**config.mk**
```make
export PLATFORM = sky130hd
export DESIGN_NAME = byte_ring_fifo_overwrite
export DESIGN_NICKNAME = d
export VERILOG_FILES = /design/src/rtl/brfo_pkg.sv /design/src/rtl/brfo_mem.sv /design/src/rtl/brfo_ctrl.sv /design/src/rtl/byte_ring_fifo_overwrite.sv
export SDC_FILE = /design/constraint.sdc
export NUM_CORES = 1
export LEC_CHECK = 0
export ABC_CLOCK_PERIOD_IN_PS = 4200
export BUFFER_PORTS_ARGS = -buffer_cell sky130_fd_sc_hd__buf_4
export CAP_MARGIN = 20
export CORE_ASPECT_RATIO = 1.2
export CORE_MARGIN = 2
export CORE_UTILIZATION = 45
export CTS_CLUSTER_DIAMETER = 40
export DETAILED_ROUTE_END_ITERATION = 10
export PLACE_DENSITY = 0.72
export SYNTH_ARGS = -nofsm -noshare
export SYNTH_HDL_FRONTEND = slang
export SYNTH_SLANG_ARGS = --single-unit
export TNS_END_PERCENT = 20
```
**constraint.sdc**
```tcl
create_clock -name clk -period 4.2 [get_ports clk]
set_input_delay 0.42 -clock clk [delete_from_list [all_inputs] [get_ports clk]]
set_output_delay 0.42 -clock clk [all_outputs]
set_load 0.02 [all_outputs]
```
**src/rtl/brfo_pkg.sv**
```systemverilog
// ----------------------------------------------------------------------------
// brfo_pkg
// Shared types and codes for the byte ring FIFO with overwrite.
// ----------------------------------------------------------------------------
package brfo_pkg;

    localparam int DEPTH_DEF = 16;

    localparam logic [1:0] MODE_WRITE = 2'd0;
    localparam logic [1:0] MODE_READ  = 2'd1;
    localparam logic [1:0] MODE_PEEK  = 2'd2;

    typedef enum logic [1:0] {
        STATUS_OK      = 2'd0,
        STATUS_EMPTY   = 2'd1,
        STATUS_FULL    = 2'd2,
        STATUS_DROPPED = 2'd3
    } brfo_status_t;

    typedef struct packed {
        logic [1:0] mode;
        logic [7:0] wdata;
    } brfo_in_t;

    typedef struct packed {
        logic [7:0] rdata;
        logic [1:0] status;
        logic       is_full;
        logic       is_empty;
    } brfo_out_t;

    // per-transaction result info held next to the memory read data
    typedef struct packed {
        logic         rd_ok;
        brfo_status_t status;
        logic         is_full;
        logic         is_empty;
    } brfo_meta_t;

endpackage

```
**src/rtl/brfo_mem.sv**
```systemverilog
// ----------------------------------------------------------------------------
// brfo_mem
// Byte storage: one write port, one read port, registered read data.
// ----------------------------------------------------------------------------
module brfo_mem #(
    parameter int DEPTH = brfo_pkg::DEPTH_DEF,
    parameter int AW    = (DEPTH > 1) ? $clog2(DEPTH) : 1
) (
    input  logic          clk,
    input  logic          we,
    input  logic [AW-1:0] waddr,
    input  logic [7:0]    wdata,
    input  logic          re,
    input  logic [AW-1:0] raddr,
    output logic [7:0]    rdata
);

    logic [7:0] mem [DEPTH];
    logic [7:0] rdata_reg;

    always_ff @(posedge clk)
    begin
        if (we)
        begin
            mem[waddr] <= wdata;
        end
    end

    // read data holds until the next read, so a stalled result stays put
    always_ff @(posedge clk)
    begin
        if (re)
        begin
            rdata_reg <= mem[raddr];
        end
    end

    assign rdata = rdata_reg;

endmodule

```
**src/rtl/brfo_ctrl.sv**
```systemverilog
// ----------------------------------------------------------------------------
// brfo_ctrl
// Pointer and flag update, memory access issue and result info register.
// ----------------------------------------------------------------------------
module brfo_ctrl #(
    parameter int DEPTH = brfo_pkg::DEPTH_DEF,
    parameter int AW    = (DEPTH > 1) ? $clog2(DEPTH) : 1
) (
    input  logic                clk,
    input  logic                rst_n,
    input  logic                cfg_en,
    input  logic                cfg_data,
    input  logic                accept,
    input  brfo_pkg::brfo_in_t  item,
    input  logic                out_taken,
    output logic                we,
    output logic                re,
    output logic [AW-1:0]       addr,
    output logic                out_valid,
    output brfo_pkg::brfo_meta_t meta
);
    import brfo_pkg::*;

    localparam logic [AW-1:0] LAST = AW'(DEPTH - 1);

    logic          overwrite_reg;
    logic [AW-1:0] wp_reg, wp_next;
    logic [AW-1:0] rp_reg, rp_next;
    logic          full_reg, full_next;
    logic          valid_reg, valid_next;
    brfo_meta_t    meta_reg, meta_next;

    logic [AW-1:0] wp_inc, rp_inc;
    logic          empty_now;

    assign wp_inc    = (wp_reg == LAST) ? '0 : wp_reg + AW'(1);
    assign rp_inc    = (rp_reg == LAST) ? '0 : rp_reg + AW'(1);
    assign empty_now = (wp_reg == rp_reg) && !full_reg;

    always_comb
    begin
        wp_next          = wp_reg;
        rp_next          = rp_reg;
        full_next        = full_reg;
        we               = 1'b0;
        re               = 1'b0;
        meta_next.rd_ok  = 1'b0;
        meta_next.status = STATUS_OK;
        unique case (item.mode) inside
            MODE_WRITE:
            begin
                if (full_reg)
                begin
                    meta_next.status = STATUS_FULL;
                end
                else
                begin
                    we      = accept;
                    wp_next = wp_inc;
                    if (wp_inc == rp_reg)
                    begin
                        if (overwrite_reg)
                        begin
                            rp_next          = rp_inc;
                            meta_next.status = STATUS_DROPPED;
                        end
                        else
                        begin
                            full_next = 1'b1;
                        end
                    end
                end
            end
            MODE_READ, MODE_PEEK:
            begin
                if (empty_now)
                begin
                    meta_next.status = STATUS_EMPTY;
                end
                else
                begin
                    re              = accept;
                    meta_next.rd_ok = 1'b1;
                    if (item.mode == MODE_READ)
                    begin
                        rp_next   = rp_inc;
                        full_next = 1'b0;
                    end
                end
            end
            default:
            begin
            end
        endcase
        meta_next.is_full  = full_next;
        meta_next.is_empty = (wp_next == rp_next) && !full_next;
    end

    assign addr = (item.mode == MODE_WRITE) ? wp_reg : rp_reg;

    always_comb
    begin
        valid_next = valid_reg;
        if (accept)
        begin
            valid_next = 1'b1;
        end
        else if (out_taken)
        begin
            valid_next = 1'b0;
        end
    end

    always_ff @(posedge clk or negedge rst_n)
    begin
        if (!rst_n)
        begin
            overwrite_reg <= 1'b0;
            wp_reg        <= '0;
            rp_reg        <= '0;
            full_reg      <= 1'b0;
            valid_reg     <= 1'b0;
        end
        else
        begin
            if (cfg_en)
            begin
                overwrite_reg <= cfg_data;
            end
            if (accept)
            begin
                wp_reg   <= wp_next;
                rp_reg   <= rp_next;
                full_reg <= full_next;
            end
            valid_reg <= valid_next;
        end
    end

    always_ff @(posedge clk)
    begin
        if (accept)
        begin
            meta_reg <= meta_next;
        end
    end

    assign out_valid = valid_reg;
    assign meta      = meta_reg;

endmodule

```
**src/rtl/byte_ring_fifo_overwrite.sv**
```systemverilog
// ----------------------------------------------------------------------------
// byte_ring_fifo_overwrite
// Byte ring buffer with write, read and peek transactions and optional
// overwrite of the oldest byte.
// ----------------------------------------------------------------------------
// Usage:
//   in_valid/in_stall/in_data carry one operation per transaction: write,
//   read or peek. out_valid/out_stall/out_data return exactly one result
//   per operation: read byte, status and the flags after the operation.
//   cfg_en/cfg_data write the overwrite-oldest bit; the user must do so only
//   while the block is idle, which the block does not enforce. The result is
//   valid in the cycle after acceptance; the byte comes from the memory's
//   registered read port. Throughput is one operation per cycle while the
//   receiver takes results. When the receiver stalls, the result register
//   and read data hold and in_stall is raised until the result is taken; a
//   transaction that meets a free result register is taken in the same cycle
//   the old one leaves. Reset clears both positions, the full flag, the
//   overwrite bit and the result valid. Storage contents are undefined until
//   written; no byte is ever returned from a cell that was not written.
// ----------------------------------------------------------------------------
module byte_ring_fifo_overwrite #(
    parameter int DEPTH = brfo_pkg::DEPTH_DEF
) (
    input  logic                clk,
    input  logic                rst_n,
    input  logic                cfg_en,
    input  logic                cfg_data,
    input  logic                in_valid,
    output logic                in_stall,
    input  brfo_pkg::brfo_in_t  in_data,
    output logic                out_valid,
    input  logic                out_stall,
    output brfo_pkg::brfo_out_t out_data
);
    import brfo_pkg::*;

    localparam int AW = (DEPTH > 1) ? $clog2(DEPTH) : 1;

    logic          accept;
    logic          out_taken;
    logic          we, re;
    logic [AW-1:0] addr;
    logic [7:0]    mem_q;
    brfo_meta_t    meta;

    assign out_taken = out_valid && !out_stall;
    assign in_stall  = out_valid && out_stall;
    assign accept    = in_valid && !in_stall;

    brfo_ctrl #(
        .DEPTH (DEPTH),
        .AW    (AW)
    ) u_ctrl (
        .clk       (clk),
        .rst_n     (rst_n),
        .cfg_en    (cfg_en),
        .cfg_data  (cfg_data),
        .accept    (accept),
        .item      (in_data),
        .out_taken (out_taken),
        .we        (we),
        .re        (re),
        .addr      (addr),
        .out_valid (out_valid),
        .meta      (meta)
    );

    brfo_mem #(
        .DEPTH (DEPTH),
        .AW    (AW)
    ) u_mem (
        .clk   (clk),
        .we    (we),
        .waddr (addr),
        .wdata (in_data.wdata),
        .re    (re),
        .raddr (addr),
        .rdata (mem_q)
    );

    // rdata is zero unless the operation actually read a byte
    always_comb
    begin
        out_data.rdata    = meta.rd_ok ? mem_q : 8'd0;
        out_data.status   = meta.status;
        out_data.is_full  = meta.is_full;
        out_data.is_empty = meta.is_empty;
    end

endmodule

```
==> reports/results.ini <==
[worst_setup_path]
cp-startpoint = u_ctrl.wp_reg[0]$_DFFE_PN0P_
endpoint = u_ctrl.meta[0]$_DFFE_PP_
worstPathArrival_ns = 3.22
r2r-start = u_ctrl.wp_reg[0]$_DFFE_PN0P_
r2r_slack_ns = 1.14
critPathKind = reg2reg
crit_cells = 8
ff2ff_path_depth = 8
crit_slowest_cell = dfrtp_1
cp_max_fo = 9
required_ns = 4.36
cp-end-kind = flop
crit_chain = ha_1 -> inv_1 -> a311o_4 -> xnor2_4 -> and3_1 -> a221oi_1 -> xor2_1 -> nor4_2
crit_path_start_kind = flop
critical_path.top_delay_family = compound AO/OA/AOI/OAI gates
reg2reg_to = u_ctrl.meta[0]$_DFFE_PP_
slowest_delay_ns = 0.64
path_buf_inv = 1

[place]
portBuffers = 29
dp_hpwl_um = 9930
place_area_um2 = 7290
gp_congestion = 0.858

[yosys]
synth_edf_count = 141
ys_ff_latch = 152
syn_avg_cell_area_um2 = 16.6
synth_area_leader_cell = edfxtp_1
synth_common_cells = edfxtp_1, mux4_2, nand2_1
yosys-top-cells-area = edfxtp_1, mux4_2, dfrtp_1, nand2_1, and2_1
syn-num-nets = 434
synthArstFlopShare_pct = 7.24
synth_cells = 413
syn_area_um2 = 6840
synth_most_common_cell = edfxtp_1
synth_cell_type_count = 63
synthFlopType = edfxtp_1
synth.top_cell.area_share_pct = 61.9
yosysWarnings = 0
yosysSeqAreaShare_pct = 66.0

[floorplan]
row_count = 49
die_w_um = 117
start_util_pct = 45.9
core_region_area_um2 = 14900
ios = 30
die_area_um2 = 16200
die_h_um = 139

[clock_network]
cts_resized = 0
cts_made_buffers = 17
h-tree-depth = 4
root_buffer = clkbuf_16
path_clk_slew_ns = 0.07
clock-sinks = 152
cts_tree = yes
cts_max_path_buffers = 2
clk-insertion-delay-late_ns = 0.43

[sta]
fmax_ghz = 0.327
max_slew_margin_pct = 40.4
rsz0062_at_grt = no
fin_crit_ns = 3.06
setup_violations = 0
skew_ns = 0.00630
finalMaxSlewViolations = 0
fin_crit_sh_pct = 72.8
finalHoldViolCount = 0
tightest_slew_ns = 0.891
fin_setup_tns_ns = 0

[global_route]
grt_start_max_net_pins = 24
grt_pass1_vias = 3992
grt_usage_pct = 19.8
grt_pass1_wl_um = 23100
grt_overflow = 0
antenna_found_initial = 0

[job]
drv_cap = 0

[power]
internal-power_mw = 3.34
power_switching_mw = 1.60
clockPowerShare_pct = 30.9
power.density_nw_per_um2 = 625
p_leak_nw = 2.76
power_mw = 4.94
power_frac_seq_pct = 38.7
comb_power_share_pct = 30.4
swShare_pct = 32.3
ir_drop_v = 0.000378

[routing]
dr_total_vias = 3843
firstDrtPassIters = 5
via_per_inst = 5.69
wl_per_cell_um = 21.9
post-route-drc-count = 0
ant_nets = 0
drtIter0Drc = 392
totalWireLength_um = 14800

[layout]
nets = 479
syn_to_final_growth_pct = 15.5
drive_gt1_share_pct = 29.5
diodes = 0
nFillCells = 1174
final_area_um2 = 7900
largest_register_ffs = 128

[run_status]
status = finished clean

[min_path]
holdCritPathClass = in2reg

what timing repair did:
action | 4_1_cts | 5_1_grt
hold buffers | 1 | 0
endpoints found under the hold margin | 11 | 0
setup buffers | 0 | 0
placed cells by master (no fill, tap or decap), types with 5 or more instances in the layout:
cell and instances:
a211oi_1 11, a31oi_1 12, and2_1 19, buf_4 49, clkbuf_16 17, dfrtp_1 11
edfxtp_1 141, ha_1 5, inv_1 8, mux2_2 6, mux2i_1 5, mux4_2 32
nand2_1 32, nand2b_1 7, nor2_1 25, xor2_1 5
per-stage QoR:
step	hold slack, ns	util (%)	worst slack, ns	cells
after floorplan	0.124	-	1.41	413
after global placement	0.270	48.8	0.821	641
after detailed placement	0.274	49.0	0.934	642
after CTS	0.182	53.0	1.20	675
after global routing	0.192	53.0	0.991	675
final	0.197	53.0	1.14	675
area by class of cell:
class	instances	area, um^2	area share (%)
clock inverters	15	166	2.11
well taps	204	255	3.23
repair buffers	51	398	5.04
clock buffers	17	425	5.39
inverters	8	30.0	0.380
flip-flops and latches	152	4510	57.1
multi-input cells	228	2110	26.7
per-layer routing:
metal / up-vias / GRT usage, % / part of all wire (%)
met3: 36 / 4.63 / 5.0
met1: 1959 / 25.1 / 40
li1: 1704 / - / -
met2: 144 / 32.4 / 52
met4: 0 / 8.46 / 3.4
met5: - / 0 / 0
cell families (layout without fill, tap and decap cells):
logic type               after synthesis  in the layout  share of synthesized area (%)
AO/OA/AOI/OAI                         45             45                           5.05
adder cells (fa/ha/maj)                5              5                          0.915
multiplexers                          47             47                           13.1
XOR/XNOR                              12             12                           2.23
AND/OR/NAND/NOR                      119            119                           9.39
buffers and inverters                 33             91                           3.31
flip-flops                           152            152                           66.0
worst min path at each step:
stage,to,depth (start not counted),from
3_5_place_dp,u_ctrl.wp_reg[2]$_DFFE_PN0P_,1,rst_n
2_1_floorplan,u_ctrl.full_reg$_DFFE_PN0P_,0,rst_n
4_1_cts,u_ctrl.out_valid$_DFFE_PN0P_,2,in_valid
5_1_grt,u_ctrl.out_valid$_DFFE_PN0P_,2,in_valid
6_report,u_ctrl.out_valid$_DFFE_PN0P_,2,in_valid
3_3_place_gp,u_ctrl.out_valid$_DFFE_PN0P_,1,rst_n
power by group through the flow:
stage	clock network [mW]	logic [mW]	registers (mW)
2_1_floorplan	0	1.26	1.84
3_3_place_gp	0	1.45	1.94
3_5_place_dp	0	1.49	1.94
4_1_cts	1.54	1.50	1.91
5_1_grt	1.60	1.63	1.93
6_report	1.52	1.50	1.91
(Power assumes the default switching activity.)
